$ cat src/rtl/core/apag_pkg.sv
// ----------------------------------------------------------------------------
// apag_pkg - shared types and constants of the ATA partition access guard
// Request and result payloads, job record between front and back end,
// configuration bundle, task-file offsets and command codes.
// ----------------------------------------------------------------------------
package apag_pkg;

  localparam int unsigned LBA_WIDTH_DEF = 48;
  localparam int unsigned LBA_FULL_W    = 48;
  localparam int unsigned QUEUE_DEPTH   = 2;
  localparam int unsigned QPTR_W        = $clog2(QUEUE_DEPTH);
  localparam int unsigned CFG_IDX_W     = 2;
  localparam int unsigned CFG_DATA_W    = 48;

  // Register indexes of the configuration port
  localparam logic [CFG_IDX_W-1:0] CFG_IO_BASE    = 2'd0;
  localparam logic [CFG_IDX_W-1:0] CFG_PART_START = 2'd1;
  localparam logic [CFG_IDX_W-1:0] CFG_PART_END   = 2'd2;
  localparam logic [CFG_IDX_W-1:0] CFG_NULL_SEC   = 2'd3;

  localparam logic [15:0] IO_BASE_RST = 16'd496;

  // Task-file register offsets
  localparam logic [15:0] OFS_COUNT = 16'd2;
  localparam logic [15:0] OFS_LOW   = 16'd3;
  localparam logic [15:0] OFS_MID   = 16'd4;
  localparam logic [15:0] OFS_HIGH  = 16'd5;
  localparam logic [15:0] OFS_DRIVE = 16'd6;
  localparam logic [15:0] OFS_CMD   = 16'd7;

  // Command codes
  localparam logic [7:0] CMD_RD_DMA_EXT = 8'h25;
  localparam logic [7:0] CMD_WR_DMA_EXT = 8'h35;
  localparam logic [7:0] CMD_RD_DMA     = 8'hC8;
  localparam logic [7:0] CMD_WR_DMA     = 8'hCA;

  localparam int unsigned SLAVE_BIT       = 4;
  localparam logic [LBA_FULL_W-1:0] BOOT_LAST = 48'd63;

  typedef enum logic [1:0] {
    KIND_PASS   = 2'd0,
    KIND_INJECT = 2'd1,
    KIND_HALT   = 2'd2
  } kind_e;

  typedef enum logic [1:0] {
    JOB_PASS,
    JOB_HALT,
    JOB_LBA48,
    JOB_LBA28
  } job_kind_e;

  typedef struct packed {
    logic [15:0] port;
    logic        is_write;
    logic        is_byte;
    logic [7:0]  data;
    logic [7:0]  drive_head_now;
  } req_t;

  typedef struct packed {
    logic [1:0]  kind;
    logic [15:0] out_port;
    logic [7:0]  out_data;
    logic        last;
  } rsp_t;

  typedef struct packed {
    job_kind_e   jkind;
    logic [15:0] port;
    logic [7:0]  data;
    logic [7:0]  dh;
    logic [7:0]  cnt0;   // LBA48: count slot 0
    logic [7:0]  cnt1;   // LBA48: count slot 1, LBA28: latest count
  } job_t;

  typedef struct packed {
    logic [15:0]           io_base;
    logic [LBA_FULL_W-1:0] part_start;
    logic [LBA_FULL_W-1:0] part_end;
    logic [LBA_FULL_W-1:0] null_sector;
  } cfg_t;

endpackage

$ cat src/rtl/core/apag_front.sv
// ----------------------------------------------------------------------------
// apag_front - request classifier and task-file shadow
// Classifies each request, keeps the two-deep shadow of count and LBA byte
// writes, and hands a job with its assembled LBA to the queue.
// ----------------------------------------------------------------------------
module apag_front import apag_pkg::*; #(
  parameter int unsigned LbaWidth = LBA_WIDTH_DEF
) (
  input  logic                clk_i,
  input  logic                rst_ni,
  input  logic [15:0]         io_base_i,
  input  logic                in_valid_i,
  input  req_t                in_req_i,
  input  logic                q_full_i,
  output logic                push_o,
  output job_t                job_o,
  output logic [LbaWidth-1:0] lba_o
);

  localparam int unsigned NUM_SH = 4;
  localparam int unsigned SH_COUNT = 0;
  localparam int unsigned SH_LOW   = 1;
  localparam int unsigned SH_MID   = 2;
  localparam int unsigned SH_HIGH  = 3;

  logic [7:0] hist_q [NUM_SH][2];
  logic [1:0] nwr_q  [NUM_SH];
  logic [7:0] latest [NUM_SH];
  logic [NUM_SH-1:0] sh_hit;
  logic              active;
  logic              cmd_hit;
  logic [15:0]       cmd_port;
  logic [LBA_FULL_W-1:0] lba48;
  logic [27:0]           lba28;

  assign push_o = in_valid_i && !q_full_i;
  assign active = in_req_i.is_byte && in_req_i.is_write &&
                  !in_req_i.drive_head_now[SLAVE_BIT];
  assign cmd_port = io_base_i + OFS_CMD;
  assign cmd_hit  = active && (in_req_i.port == cmd_port);

  always_comb begin
    for (int i = 0; i < NUM_SH; i++) begin
      sh_hit[i] = active && (in_req_i.port == 16'(io_base_i + OFS_COUNT + 16'(i)));
      if (nwr_q[i] == 2'd0) begin
        latest[i] = 8'h00;
      end else if (nwr_q[i] == 2'd1) begin
        latest[i] = hist_q[i][0];
      end else begin
        latest[i] = hist_q[i][1];
      end
    end
  end

  assign lba48 = {hist_q[SH_HIGH][0], hist_q[SH_MID][0], hist_q[SH_LOW][0],
                  hist_q[SH_HIGH][1], hist_q[SH_MID][1], hist_q[SH_LOW][1]};
  assign lba28 = {in_req_i.drive_head_now[3:0], latest[SH_HIGH], latest[SH_MID],
                  latest[SH_LOW]};

  always_comb begin
    job_o.port  = in_req_i.port;
    job_o.data  = in_req_i.data;
    job_o.dh    = in_req_i.drive_head_now;
    job_o.cnt0  = hist_q[SH_COUNT][0];
    job_o.cnt1  = hist_q[SH_COUNT][1];
    job_o.jkind = JOB_PASS;
    lba_o       = lba48[LbaWidth-1:0];
    if (!in_req_i.is_byte) begin
      job_o.jkind = JOB_HALT;
    end else if (cmd_hit) begin
      unique case (in_req_i.data) inside
        CMD_RD_DMA_EXT, CMD_WR_DMA_EXT: job_o.jkind = JOB_LBA48;
        CMD_RD_DMA, CMD_WR_DMA: begin
          job_o.jkind = JOB_LBA28;
          job_o.cnt1  = latest[SH_COUNT];
          lba_o       = LbaWidth'(lba28);
        end
        default: job_o.jkind = JOB_PASS;
      endcase
    end
  end

  // Shift history on a full shadow, clear everything on a command write
  always_ff @(posedge clk_i or negedge rst_ni) begin
    if (!rst_ni) begin
      for (int i = 0; i < NUM_SH; i++) begin
        hist_q[i][0] <= 8'h00;
        hist_q[i][1] <= 8'h00;
        nwr_q[i]     <= 2'd0;
      end
    end else if (push_o) begin
      for (int i = 0; i < NUM_SH; i++) begin
        if (cmd_hit) begin
          hist_q[i][0] <= 8'h00;
          hist_q[i][1] <= 8'h00;
          nwr_q[i]     <= 2'd0;
        end else if (sh_hit[i]) begin
          if (nwr_q[i] == 2'd2) begin
            hist_q[i][0] <= hist_q[i][1];
            hist_q[i][1] <= in_req_i.data;
          end else begin
            hist_q[i][nwr_q[i][0]] <= in_req_i.data;
            nwr_q[i] <= nwr_q[i] + 2'd1;
          end
        end
      end
    end
  end

endmodule

$ cat src/rtl/core/apag_fifo.sv
// ----------------------------------------------------------------------------
// apag_fifo - job queue between front and back end
// Short first-in first-out store of classified jobs and their LBAs.
// ----------------------------------------------------------------------------
module apag_fifo import apag_pkg::*; #(
  parameter int unsigned LbaWidth = LBA_WIDTH_DEF
) (
  input  logic                clk_i,
  input  logic                rst_ni,
  input  logic                push_i,
  input  job_t                job_i,
  input  logic [LbaWidth-1:0] lba_i,
  input  logic                pop_i,
  output logic                full_o,
  output logic                valid_o,
  output job_t                job_o,
  output logic [LbaWidth-1:0] lba_o
);

  job_t                job_mem [QUEUE_DEPTH];
  logic [LbaWidth-1:0] lba_mem [QUEUE_DEPTH];
  logic [QPTR_W-1:0]   wr_ptr_q, wr_ptr_d;
  logic [QPTR_W-1:0]   rd_ptr_q, rd_ptr_d;
  logic [QPTR_W:0]     cnt_q, cnt_d;

  assign full_o  = (cnt_q == (QPTR_W+1)'(QUEUE_DEPTH));
  assign valid_o = (cnt_q != '0);
  assign job_o   = job_mem[rd_ptr_q];
  assign lba_o   = lba_mem[rd_ptr_q];

  always_comb begin
    wr_ptr_d = push_i ? wr_ptr_q + 1'b1 : wr_ptr_q;
    rd_ptr_d = pop_i  ? rd_ptr_q + 1'b1 : rd_ptr_q;
    cnt_d    = cnt_q + (QPTR_W+1)'(push_i) - (QPTR_W+1)'(pop_i);
  end

  always_ff @(posedge clk_i) begin
    if (push_i) begin
      job_mem[wr_ptr_q] <= job_i;
      lba_mem[wr_ptr_q] <= lba_i;
    end
  end

  always_ff @(posedge clk_i or negedge rst_ni) begin
    if (!rst_ni) begin
      wr_ptr_q <= '0;
      rd_ptr_q <= '0;
      cnt_q    <= '0;
    end else begin
      wr_ptr_q <= wr_ptr_d;
      rd_ptr_q <= rd_ptr_d;
      cnt_q    <= cnt_d;
    end
  end

  a_cnt_bound: assert property (@(posedge clk_i) disable iff (!rst_ni)
    cnt_q <= (QPTR_W+1)'(QUEUE_DEPTH))
    else $error("job queue count above depth");

endmodule

$ cat src/rtl/core/apag_back.sv
// ----------------------------------------------------------------------------
// apag_back - result sequencer
// Checks the job LBA against the window and emits the rewrite writes and
// the final pass or halt item through an output register, one per cycle unless stalled.
// ----------------------------------------------------------------------------
module apag_back import apag_pkg::*; #(
  parameter int unsigned LbaWidth = LBA_WIDTH_DEF
) (
  input  logic                clk_i,
  input  logic                rst_ni,
  input  cfg_t                cfg_i,
  input  logic                head_valid_i,
  input  job_t                head_job_i,
  input  logic [LbaWidth-1:0] head_lba_i,
  output logic                pop_o,
  output logic                out_valid_o,
  output rsp_t                out_rsp_o,
  input  logic                out_stall_i
);

  localparam logic [3:0] STEP_LAST48 = 4'd8;
  localparam logic [3:0] STEP_LAST28 = 4'd5;

  logic [3:0]            step_q, step_d;
  logic                  out_valid_q, out_valid_d;
  rsp_t                  rsp_q, item;
  logic                  load;
  logic                  oob;
  logic [LBA_FULL_W-1:0] lba;
  logic [LBA_FULL_W-1:0] ns;
  logic [15:0]           p_count, p_low, p_mid, p_high, p_drive;

  assign lba = LBA_FULL_W'(head_lba_i);
  assign oob = !(((lba >= cfg_i.part_start) && (lba <= cfg_i.part_end)) ||
                 (lba <= BOOT_LAST));
  assign ns  = cfg_i.null_sector;

  assign p_count = cfg_i.io_base + OFS_COUNT;
  assign p_low   = cfg_i.io_base + OFS_LOW;
  assign p_mid   = cfg_i.io_base + OFS_MID;
  assign p_high  = cfg_i.io_base + OFS_HIGH;
  assign p_drive = cfg_i.io_base + OFS_DRIVE;

  always_comb begin
    item.kind     = KIND_PASS;
    item.out_port = head_job_i.port;
    item.out_data = head_job_i.data;
    item.last     = 1'b1;
    unique case (head_job_i.jkind)
      JOB_HALT: item.kind = KIND_HALT;
      JOB_LBA48: begin
        if (oob && step_q != STEP_LAST48) begin
          item.kind = KIND_INJECT;
          item.last = 1'b0;
          case (step_q)
            4'd0: begin item.out_port = p_count; item.out_data = head_job_i.cnt0; end
            4'd1: begin item.out_port = p_low;   item.out_data = ns[31:24];       end
            4'd2: begin item.out_port = p_mid;   item.out_data = ns[39:32];       end
            4'd3: begin item.out_port = p_high;  item.out_data = ns[47:40];       end
            4'd4: begin item.out_port = p_count; item.out_data = head_job_i.cnt1; end
            4'd5: begin item.out_port = p_low;   item.out_data = ns[7:0];         end
            4'd6: begin item.out_port = p_mid;   item.out_data = ns[15:8];        end
            default: begin item.out_port = p_high; item.out_data = ns[23:16];     end
          endcase
        end
      end
      JOB_LBA28: begin
        if (oob && step_q != STEP_LAST28) begin
          item.kind = KIND_INJECT;
          item.last = 1'b0;
          case (step_q)
            4'd0: begin
              item.out_port = p_drive;
              item.out_data = {head_job_i.dh[7:4], ns[27:24]};
            end
            4'd1: begin item.out_port = p_count; item.out_data = head_job_i.cnt1; end
            4'd2: begin item.out_port = p_high;  item.out_data = ns[23:16];       end
            4'd3: begin item.out_port = p_mid;   item.out_data = ns[15:8];        end
            default: begin item.out_port = p_low; item.out_data = ns[7:0];        end
          endcase
        end
      end
      default: item.kind = KIND_PASS;
    endcase
  end

  // Advance one item whenever the output register is free or drains
  assign load  = head_valid_i && (!out_valid_q || !out_stall_i);
  assign pop_o = load && item.last;

  always_comb begin
    out_valid_d = load || (out_valid_q && out_stall_i);
    if (pop_o) begin
      step_d = '0;
    end else if (load) begin
      step_d = step_q + 4'd1;
    end else begin
      step_d = step_q;
    end
  end

  always_ff @(posedge clk_i) begin
    if (load) begin
      rsp_q <= item;
    end
  end

  always_ff @(posedge clk_i or negedge rst_ni) begin
    if (!rst_ni) begin
      step_q      <= '0;
      out_valid_q <= 1'b0;
    end else begin
      step_q      <= step_d;
      out_valid_q <= out_valid_d;
    end
  end

  assign out_valid_o = out_valid_q;
  assign out_rsp_o   = rsp_q;

  a_step_bound: assert property (@(posedge clk_i) disable iff (!rst_ni)
    step_q <= STEP_LAST48)
    else $error("sequencer step out of range");

  a_idle_step: assert property (@(posedge clk_i) disable iff (!rst_ni)
    !head_valid_i |-> step_q == '0)
    else $error("sequencer mid-job with empty queue");

  a_pop_last: assert property (@(posedge clk_i) disable iff (!rst_ni)
    pop_o |=> out_valid_o && out_rsp_o.last)
    else $error("job retired without a final item");

  a_kind_legal: assert property (@(posedge clk_i) disable iff (!rst_ni)
    out_valid_o |-> out_rsp_o.kind != 2'd3)
    else $error("result kind undefined");

endmodule

$ cat src/rtl/core/ata_partition_access_guard.sv
// ----------------------------------------------------------------------------
// ata_partition_access_guard - ATA task-file access guard, top level
// Holds the configuration registers and joins front end, queue and back end.
// ----------------------------------------------------------------------------
// Per trapped port access the back-end sequencer yields one result item per cycle
// while the output is not stalled: one item for a plain access, six for a
// redirected LBA28 DMA command (five rewrite writes plus the command) and nine
// for a redirected LBA48 DMA EXT command (eight rewrite writes plus the command).
// The front end takes a new request every cycle while the two-entry job queue has room, so
// shadowing of count and LBA writes runs ahead of a long rewrite burst. The LBA bound check
// is done on the queue head; the user must write the registers only while idle, unenforced by the block.
module ata_partition_access_guard import apag_pkg::*; #(
  parameter int unsigned LBA_WIDTH = LBA_WIDTH_DEF
) (
  input  logic                  clk_i,
  input  logic                  rst_ni,
  input  logic                  cfg_we_i,
  input  logic [CFG_IDX_W-1:0]  cfg_idx_i,
  input  logic [CFG_DATA_W-1:0] cfg_data_i,
  input  logic                  in_valid_i,
  output logic                  in_stall_o,
  input  req_t                  in_req_i,
  output logic                  out_valid_o,
  input  logic                  out_stall_i,
  output rsp_t                  out_rsp_o
);

  cfg_t                 cfg_q;
  logic                 push;
  logic                 pop;
  logic                 q_full;
  logic                 head_valid;
  job_t                 push_job, head_job;
  logic [LBA_WIDTH-1:0] push_lba, head_lba;

  always_ff @(posedge clk_i or negedge rst_ni) begin
    if (!rst_ni) begin
      cfg_q.io_base     <= IO_BASE_RST;
      cfg_q.part_start  <= '0;
      cfg_q.part_end    <= '0;
      cfg_q.null_sector <= '0;
    end else if (cfg_we_i) begin
      unique case (cfg_idx_i)
        CFG_IO_BASE:    cfg_q.io_base     <= cfg_data_i[15:0];
        CFG_PART_START: cfg_q.part_start  <= cfg_data_i[LBA_FULL_W-1:0];
        CFG_PART_END:   cfg_q.part_end    <= cfg_data_i[LBA_FULL_W-1:0];
        CFG_NULL_SEC:   cfg_q.null_sector <= cfg_data_i[LBA_FULL_W-1:0];
        default:        cfg_q.io_base     <= cfg_q.io_base;
      endcase
    end
  end

  assign in_stall_o = q_full;

  apag_front #(.LbaWidth(LBA_WIDTH)) u_front (
    .clk_i      (clk_i),
    .rst_ni     (rst_ni),
    .io_base_i  (cfg_q.io_base),
    .in_valid_i (in_valid_i),
    .in_req_i   (in_req_i),
    .q_full_i   (q_full),
    .push_o     (push),
    .job_o      (push_job),
    .lba_o      (push_lba)
  );

  apag_fifo #(.LbaWidth(LBA_WIDTH)) u_fifo (
    .clk_i   (clk_i),
    .rst_ni  (rst_ni),
    .push_i  (push),
    .job_i   (push_job),
    .lba_i   (push_lba),
    .pop_i   (pop),
    .full_o  (q_full),
    .valid_o (head_valid),
    .job_o   (head_job),
    .lba_o   (head_lba)
  );

  apag_back #(.LbaWidth(LBA_WIDTH)) u_back (
    .clk_i        (clk_i),
    .rst_ni       (rst_ni),
    .cfg_i        (cfg_q),
    .head_valid_i (head_valid),
    .head_job_i   (head_job),
    .head_lba_i   (head_lba),
    .pop_o        (pop),
    .out_valid_o  (out_valid_o),
    .out_rsp_o    (out_rsp_o),
    .out_stall_i  (out_stall_i)
  );

endmodule
$ cat config.mk
export PLATFORM = sky130hd
export DESIGN_NAME = ata_partition_access_guard
export DESIGN_NICKNAME = d
export VERILOG_FILES = /design/src/rtl/core/apag_pkg.sv /design/src/rtl/core/apag_front.sv /design/src/rtl/core/apag_fifo.sv /design/src/rtl/core/apag_back.sv /design/src/rtl/core/ata_partition_access_guard.sv
export SDC_FILE = /design/constraint.sdc
export NUM_CORES = 1
export LEC_CHECK = 0
export BUFFER_PORTS_ARGS = -buffer_cell sky130_fd_sc_hd__buf_2
export CAP_MARGIN = 10
export CORE_MARGIN = 2
export CORE_UTILIZATION = 30
export DETAILED_ROUTE_END_ITERATION = 8
export PLACE_DENSITY = 0.45
export SYNTH_ARGS = -nofsm -noshare
export SYNTH_HDL_FRONTEND = slang
export SYNTH_SLANG_ARGS = --single-unit
$ cat constraint.sdc
create_clock -name clk_i -period 13.1 [get_ports clk_i]
set_input_delay 2.62 -clock clk_i [delete_from_list [all_inputs] [get_ports clk_i]]
set_output_delay 2.62 -clock clk_i [all_outputs]
set_load 0.02 [all_outputs]
==> results.md, run 1 <==
- Reg-to-Reg Start: cfg_q[146]$_DFFE_PN0P_
- Clock Tree Root: clkbuf_16
- Worst path bufs/invs: 0
- Setup_tns: 0 ns
- Internal: between 3 and 4 mW
- FFs w/ async S/R, synth: approximately 53%
- Critical path launch point type: register
- Synth top area cells: edfxtp_1 25%, dfrtp_1 22%, mux2_2 9.5%
- Maximum root-to-sink buffer count: 3
- CP max-delay cell: nor4_1
- Fmax: 168.1 MHz
- Hold Path Class: reg -> reg
- CTS resizes: 0
- Multiplexer area fraction after synthesis: approximately 13%
- Area Overhead vs Synth: 14.40%
- Distinct cell type count after synthesis: 84
- Die Width: ~300 um
- Via count: 20690
- Critical Path AT: 6.43 ns
- Clock network power share: ~27%
- CTS Hold Buffers Added: 0
- Worst slew margin: 20.01%
- CP Class: reg -> reg
- Via-per-instance ratio: ~5.5
- Top-count cell post-synth: nand2_1
- Initial antenna violation count: 4
- Worst Setup SP: cfg_q[146]$_DFFE_PN0P_
- Largest delay share family, worst path: simple AND/OR/NAND/NOR gates
- Total power draw: ~5.9 mW
- CP Max Fanout: 18
- Slew of the pin with the lowest slew margin: 1.192 ns
- Synthesized area per cell: roughly 11 um2
- Postcts setup bufs: 0
- Worst Skew: ~0.035 ns
- Reg2reg setup slack: around 7 ns
- FF+latch count, synth: between 400 and 500
- WP depth: 10
- Status: complete, no violations
- DR iter-0 viols: around 1600
- Die area: about 90000 um2
- Largest family of logic cells by synthesized area: compound AO/OA/AOI/OAI gates
- Required time worst endpoint: between 10 and 15 ns
- GPL Wtd Cong: 0.9309
- Post-synth top area cell: edfxtp_1
- XOR/XNOR share of the synthesized area: under 10%
- Congestion Overflow GR: 0
- Clock slew seen by the registers of the worst setup and hold paths: about 0.06 ns
- Die height: about 300 um
- Final Hold Viols: 0
- Post-Syn Nets: 2680
- Inserted Diodes: 0
- Routed WL per cell: between 20 and 30 um
- Post-synth EDFFs: between 200 and 250
- Critical path cell sequence: ha_1 > nand3_2 > or4_1 > a221o_1 > nor4_4 > a21oi_2 > nor4_1 > a41oi_1 > nand2_1 > o21ai_1
- Synth Area in Compound Gates: 13.93%
- Worst VDD drop: roughly 0.1 mV
- Site Rows: about 110
- Max Slew Vio Count: 0
- P_leak: between 10 and 15 nW
- Simple-gate share of the synthesized area: between 10% and 20%
- Crit path capture: u_front.hist_q[42]$_DFFE_PN0P_
- Largest net degree at the start of global routing: between 90 and 100
- Pwr dens: approximately 200 nW/um2
- Psw: 2.305 mW
- Worst reg-to-reg path cell count: 10
- Crit-path max cell delay: 1.00 ns
- Total track usage: between 20% and 30%
- I/O pin total: 118
- Initial Util: a little under a third
- Drt pass-1 iters: 6
- Synth warn: 0
- Core ar.: 86890 um2
- Clock latency on the worst-skew pair: just over 0.6 ns
- Filler instances: between 8000 and 9000
- Ys flop type: dfrtp_1
- Fin nets: between 2000 and 3000
- Combinational power share: between 30% and 40%
- Final wirelength: around 100000 um
- Fraction of the mapped netlist area in adder cells: under 10%
- Dpl hpwl: between 70000 and 80000 um
- CP endpoint kind: register
- Clock sinks: roughly 460
- Layout cell share with drive strength beyond 1: between 20% and 30%
- Synth cell count leaders: 274 x nand2_1, 236 x dfrtp_1, 223 x mux2_2
- Synthesized cell area: 26340 um2
- Reg2reg end: u_front.hist_q[42]$_DFFE_PN0P_
- Yosys top cell area share: about a quarter
- Cell count after synthesis: roughly 2500
- First-pass GRT wire length: about 150000 um
- Final Cycle Share: 45.42%
- Remaining antenna violation count: 0
- Sw Ratio: between 30% and 40%
- Unrepaired setup endpoints after global routing: no
- Minimum clock period: between 5 and 6 ns
- CTS tree: yes
- Number of CTS-inserted buffers: 53
- Seq/Total Area, Yosys: a little under half
- Max-cap check violation count: 0
- Final setup violation count: 0
- Port Buf Inserts: around 120
- Min-delay src: cfg_q[76]$_DFFE_PN0P_
- Seq pwr share: between 30% and 40%
- Vias in the first global route: 20880
- DRC violation count after routing: 0
- H-Tree Depth: 2
==> power groups by stage <==
stage          sequential (mW)  combinational (mW)  clock [mW]
6_report                  2.05                2.26        1.59
5_1_grt                   2.08                2.45        1.69
4_1_cts                   2.05                2.27        1.63
3_3_place_gp              2.08                2.22           0
2_1_floorplan             2.03                1.40           0
3_5_place_dp              2.08                2.26           0
==> flip-flops by register name, indices dropped and copies added, names as in the netlist <==
register            count
u_fifo.rd_ptr_q         1
u_fifo.lba_mem         96
u_fifo.wr_ptr_q         1
cfg_q                 160
u_back.out_valid_o      1
u_front.hist_q         56
u_fifo.cnt_q            2
u_front.job_o           8
u_back.out_rsp_o       27
u_fifo.job_mem         92
u_back.step_q           4
u_front.nwr_q           8
==> how the worst min path moves through the flow <==
stage / to / slack [ns] / cells past startpoint
after floorplan: u_fifo.wr_ptr_q$_DFFE_PN0P_ / 0.46 / 1
after global placement: u_front.nwr_q[7]$_DFFE_PN0P_ / 0.49 / 2
after detailed placement: cfg_q[76]$_DFFE_PN0P_ / 0.49 / 1
after CTS: cfg_q[76]$_DFFE_PN0P_ / 0.51 / 1
after global routing: cfg_q[115]$_DFFE_PN0P_ / 0.52 / 1
final: cfg_q[76]$_DFFE_PN0P_ / 0.50 / 1
==> layout make-up <==
class | instances | area, um2 | share of cell area (%)
multi-input cells | 1726 | 12810 | 42.50
flip-flops and latches | 456 | 12500 | 41.47
clock buffers | 83 | 1708 | 5.668
well taps | 1155 | 1445 | 4.796
repair buffers | 162 | 953.4 | 3.164
inverters | 137 | 514.2 | 1.707
clock inverters | 17 | 210.2 | 0.6976
==> layer usage <==
layer / up-vias / part of all wire [%] / GRT usage [%]
li1: 9313 / - / -
met1: 10550 / 42 / 28.56
met2: 641 / 48 / 38.62
met3: 178 / 5.0 / 3.367
met4: 0 / 4.7 / 9.536
met5: - / 0 / 0
==> worst reg2reg max path: stages (launching register included) <==
cell	delay [ns]
dfrtp_1	0.80
ha_1	0.79
nand3_2	0.50
or4_1	0.70
a221o_1	0.51
nor4_4	0.45
a21oi_2	0.12
nor4_1	1.00
a41oi_1	0.67
nand2_1	0.23
o21ai_1	0.09
==> stage by stage <==
stage                     hold slack, ns  utilization (%)  setup slack (ns)  instance area, um2  std cells
after detailed placement          0.4931            32.47             6.763               28220       3636
final                             0.5042            34.68             7.150               30130       3736
after global routing              0.5204            34.68             6.934               30130       3736
after global placement            0.4906            32.44             6.832               28190       3635
after CTS                         0.5057            34.68             7.362               30130       3736
after floorplan                   0.4608                -             5.626               26340       2465
==> placed cells by master, fill, tap and decap left out, types with 48 or more instances in the layout <==
master	instances
nand2_1	274
o21ai_0	92
nor2_1	101
a21oi_1	92
a22oi_1	48
clkbuf_16	60
mux2_2	223
edfxtp_1	215
ha_1	126
inv_1	135
dfrtp_1	235
xnor2_1	65
mux2i_1	81
buf_2	116
==> kinds of logic (layout without fill, tap and decap cells) <==
group / Yosys count / after routing
AND/OR/NAND/NOR: 672 / 672
AO/OA/AOI/OAI: 526 / 526
flip-flops: 456 / 456
multiplexers: 304 / 304
buffers and inverters: 283 / 399
adder cells (fa/ha/maj): 126 / 126
XOR/XNOR: 98 / 98
No activity file was read; power rests on OpenSTA's default activity.
==> run 2, diff against run 1 <==
==> constraint.sdc (replaced) <==
create_clock -name clk_i -period 5.5 [get_ports clk_i]
set_input_delay 1.1 -clock clk_i [delete_from_list [all_inputs] [get_ports clk_i]]
set_output_delay 1.1 -clock clk_i [all_outputs]
set_load 0.02 [all_outputs]
==> results.md, run 2 (same netlist as run 1, synthesis figures left out) <==
- Status: complete, no violations (unchanged)
- Commonest cells after routing, fill and taps aside: 274 x nand2_1, 235 x dfrtp_1, 223 x mux2_2 (unchanged)
- Layout Utilization: 34.97% (was 34.68%)
- Total track usage: 22.51% (was 22.65%)
- Seq pwr share: 35.2% (was 34.8%)
- Top cell by count, worst path: buf_4
- Postcts setup bufs: 0 (unchanged)
- Minimum clock period: 5.264 ns (was 5.950 ns)
- Largest register FFs: 160 (unchanged)
- Pwr dens: 457.2 nW/um2 (was 196.0 nW/um2)
- Worst reg-to-reg path cell count: 13 (was 10)
- Port Buf Inserts: 117 (unchanged)
- Routed WL per cell: 27.19 um (was 27.66 um)
- Worst slew margin: 23.02% (was 20.01%)
- Clock Tree Root: clkbuf_16 (unchanged)
- GPL Wtd Cong: 0.9609 (was 0.9309)
- Worst Setup SP: u_fifo.rd_ptr_q$_DFFE_PN0N_ (was cfg_q[146]$_DFFE_PN0P_)
- Final wirelength: 102900 um (was 103300 um)
- Number of CTS-inserted buffers: 54 (was 53)
- Crit path capture: u_back.out_rsp_o[13]$_DFFE_PP_ (was u_front.hist_q[42]$_DFFE_PN0P_)
- Clock network power share: 26.4% (was 26.9%)
- Area Overhead vs Synth: 15.36% (was 14.40%)
- Met3 usage: 2.876% (was 3.367%)
- CP max-delay cell: dfrtp_4 (was nor4_1)
- Critical Path AT: 5.59 ns (was 6.43 ns)
- Largest net degree at the start of global routing: 109 (was 93)
- GRT busiest layer: met2 (unchanged)
- Clock sinks: 456 (unchanged)
- H-Tree Depth: 2 (unchanged)
- Setup_tns: 0 ns (unchanged)
- Sw Ratio: 38.70% (was 39.04%)
- Slew of the pin with the lowest slew margin: 1.147 ns (was 1.192 ns)
- First-pass GRT wire length: 149300 um (was 149200 um)
- DRC violation count after routing: 0 (unchanged)
- Critical path launch point type: register (unchanged)
- Crit-path max cell delay: 0.84 ns (was 1.00 ns)
- WP depth: 13 (was 10)
- Congestion Overflow GR: 0 (unchanged)
- Largest registers: cfg_q x160, u_fifo.lba_mem x96, u_fifo.job_mem x92 (unchanged)
- Reg2reg setup slack: 0.24 ns (was 7.15 ns)
- Unrepaired setup endpoints after global routing: no (unchanged)
- Layout cell share with drive strength beyond 1: 20.99% (was 20.03%)
- Worst Skew: 0.03778 ns (was 0.03488 ns)
- Clock slew seen by the registers of the worst setup and hold paths: 0.06 ns (about the same)
- Largest delay share family, worst path: simple AND/OR/NAND/NOR gates (unchanged)
- Max-cap check violation count: 0 (unchanged)
- Die height: 300.3 um (unchanged)
- Global-route met2 utilization: 36.87% (was 38.62%)
- CP endpoint kind: register (unchanged)
- Final setup violation count: 0 (unchanged)
- DR iter-0 viols: 2058 (was 1574)
- I/O pin total: 118 (unchanged)
- Remaining antenna violation count: 0 (unchanged)
- CP Class: reg -> reg (unchanged)
- Psw: 5.376 mW (was 2.305 mW)
- Reg-to-Reg Start: u_fifo.rd_ptr_q$_DFFE_PN0N_ (was cfg_q[146]$_DFFE_PN0P_)
- Fin nets: 2794 (was 2751)
- Critical path cell sequence: buf_4 > mux2_2 > ha_1 > nand4_1 > nor4_1 > nand3_1 > a211oi_1 > o31a_1 > o211a_1 > buf_4 > or2_2 > nor2_1 > a221o_1 (was ha_1 > nand3_2 > or4_1 > a221o_1 > nor4_4 > a21oi_2 > nor4_1 > a41oi_1 > nand2_1 > o21ai_1)
- Maximum root-to-sink buffer count: 3 (unchanged)
- Final Cycle Share: 95.71% (was 45.42%)
- CTS tree: yes (unchanged)
- Initial antenna violation count: 7 (was 4)
- CTS Hold Buffers Added: 0 (unchanged)
- Clock latency on the worst-skew pair: 0.63 ns (was 0.62 ns)
- Most common cell after layout, fill and taps aside: nand2_1 (unchanged)
- Hold Path Class: reg -> reg (unchanged)
- Max Slew Vio Count: 0 (unchanged)
- Fmax: 190.0 MHz (was 168.1 MHz)
- Internal: 8.517 mW (was 3.600 mW)
- Dpl hpwl: 77530 um (was 77090 um)
- Via-per-instance ratio: 5.540 (was 5.537)
- Drt pass-1 iters: 7 (was 6)
- Reg2reg end: u_back.out_rsp_o[13]$_DFFE_PP_ (was u_front.hist_q[42]$_DFFE_PN0P_)
- CTS resizes: 0 (unchanged)
- Worst path bufs/invs: 2 (was 0)
- Vias in the first global route: 20960 (was 20880)
- CP Max Fanout: 46 (was 18)
- Initial Util: 30.32% (unchanged)
- Combinational power share: 38.4% (was 38.3%)
- Site Rows: 108 (unchanged)
- Met1 GRT Util: 30.59% (was 28.56%)
- Total power draw: 13.89 mW (was 5.905 mW)
- P_leak: 12.22 nW (was 12.06 nW)
- Final Hold Viols: 0 (unchanged)
- Required time worst endpoint: 5.83 ns (was 13.58 ns)
- Worst VDD drop: 0.2644 mV (was 0.09852 mV)
- Die area: 90190 um2 (unchanged)
- Die Width: 300.3 um (unchanged)
- Top reg by flops: cfg_q (unchanged)
- Core ar.: 86890 um2 (unchanged)
- Via count: 20970 (was 20690)
run 2: cell count changes in the layout (fill, tap and decap cells not counted), sizes merged:
cell / delta
bufinv: +3
diode: +5
inv: -1
clkinv: +12
buf: +41
clkbuf: -11
run 2: power groups by stage:
| stage | clock (mW) | combinational (mW) | sequential (mW) |
|---|---|---|---|
| after floorplan | 0 | 3.33 | 4.82 |
| after global placement | 0 | 5.22 | 4.96 |
| after detailed placement | 0 | 5.28 | 4.95 |
| after CTS | 3.75 | 5.31 | 4.89 |
| after global routing | 3.89 | 5.79 | 4.95 |
| final | 3.67 | 5.34 | 4.89 |
run 2: per-layer routing:
layer  up-vias  share of wire [%]
met2       767                 47
li1       9392                  -
met4         2                3.6
met1     10640                 44
met3       170                5.6
met5         -              0.013
run 2: metrics by stage:
| stage | instance area (um2) | cells | worst slack (ns) | hold slack [ns] |
|---|---|---|---|---|
| floorplan | 26340 | 2465 | 0.02582 | 0.4635 |
| global placement | 28570 | 3676 | 0.1354 | 0.4914 |
| detailed placement | 28570 | 3676 | 0.04650 | 0.4935 |
| CTS | 30360 | 3778 | 0.006438 | 0.5068 |
| global route | 30370 | 3780 | 0.07750 | 0.5202 |
| finish | 30390 | 3785 | 0.2358 | 0.5072 |
run 2: final cells by class:
| cell class | count | area [um2] |
|---|---|---|
| timing repair buffer | 204 | 1325 |
| clock buffer | 71 | 1466 |
| sequential | 456 | 12500 |
| inverter | 137 | 514.2 |
| clock inverter | 31 | 322.8 |
| tap | 1155 | 1445 |
| multi-input combinational | 1726 | 12800 |
| fill | 8692 | 56500 |
| antenna | 5 | 12.51 |
run 2: worst min path at each step:
| stage | depth (start not counted) | end | slack (ns) | from |
|---|---|---|---|---|
| after CTS | 1 | cfg_q[45]$_DFFE_PN0P_ | 0.51 | cfg_q[45]$_DFFE_PN0P_ |
| after floorplan | 0 | u_fifo.job_mem[0][10]$_DFFE_PP_ | 0.46 | u_front.job_o[10]$_DFFE_PN0P_ |
| final | 1 | cfg_q[127]$_DFFE_PN0P_ | 0.51 | cfg_q[127]$_DFFE_PN0P_ |
| after detailed placement | 1 | cfg_q[139]$_DFFE_PN0P_ | 0.49 | cfg_q[139]$_DFFE_PN0P_ |
| after global routing | 1 | cfg_q[78]$_DFFE_PN0P_ | 0.52 | cfg_q[78]$_DFFE_PN0P_ |
| after global placement | 1 | cfg_q[105]$_DFFE_PN0P_ | 0.49 | cfg_q[105]$_DFFE_PN0P_ |
run 2: worst register-to-register path: cells and delay by family, from the launching register on:
kind                       cells  cell delay (ns)
DFF                            1             0.84
and+or+nand+nor                5             1.65
muxes                          1             0.38
AOI/OAI and AO/OA              4             1.19
buffers and inverters          2             0.59
adders and majority gates      1             0.34
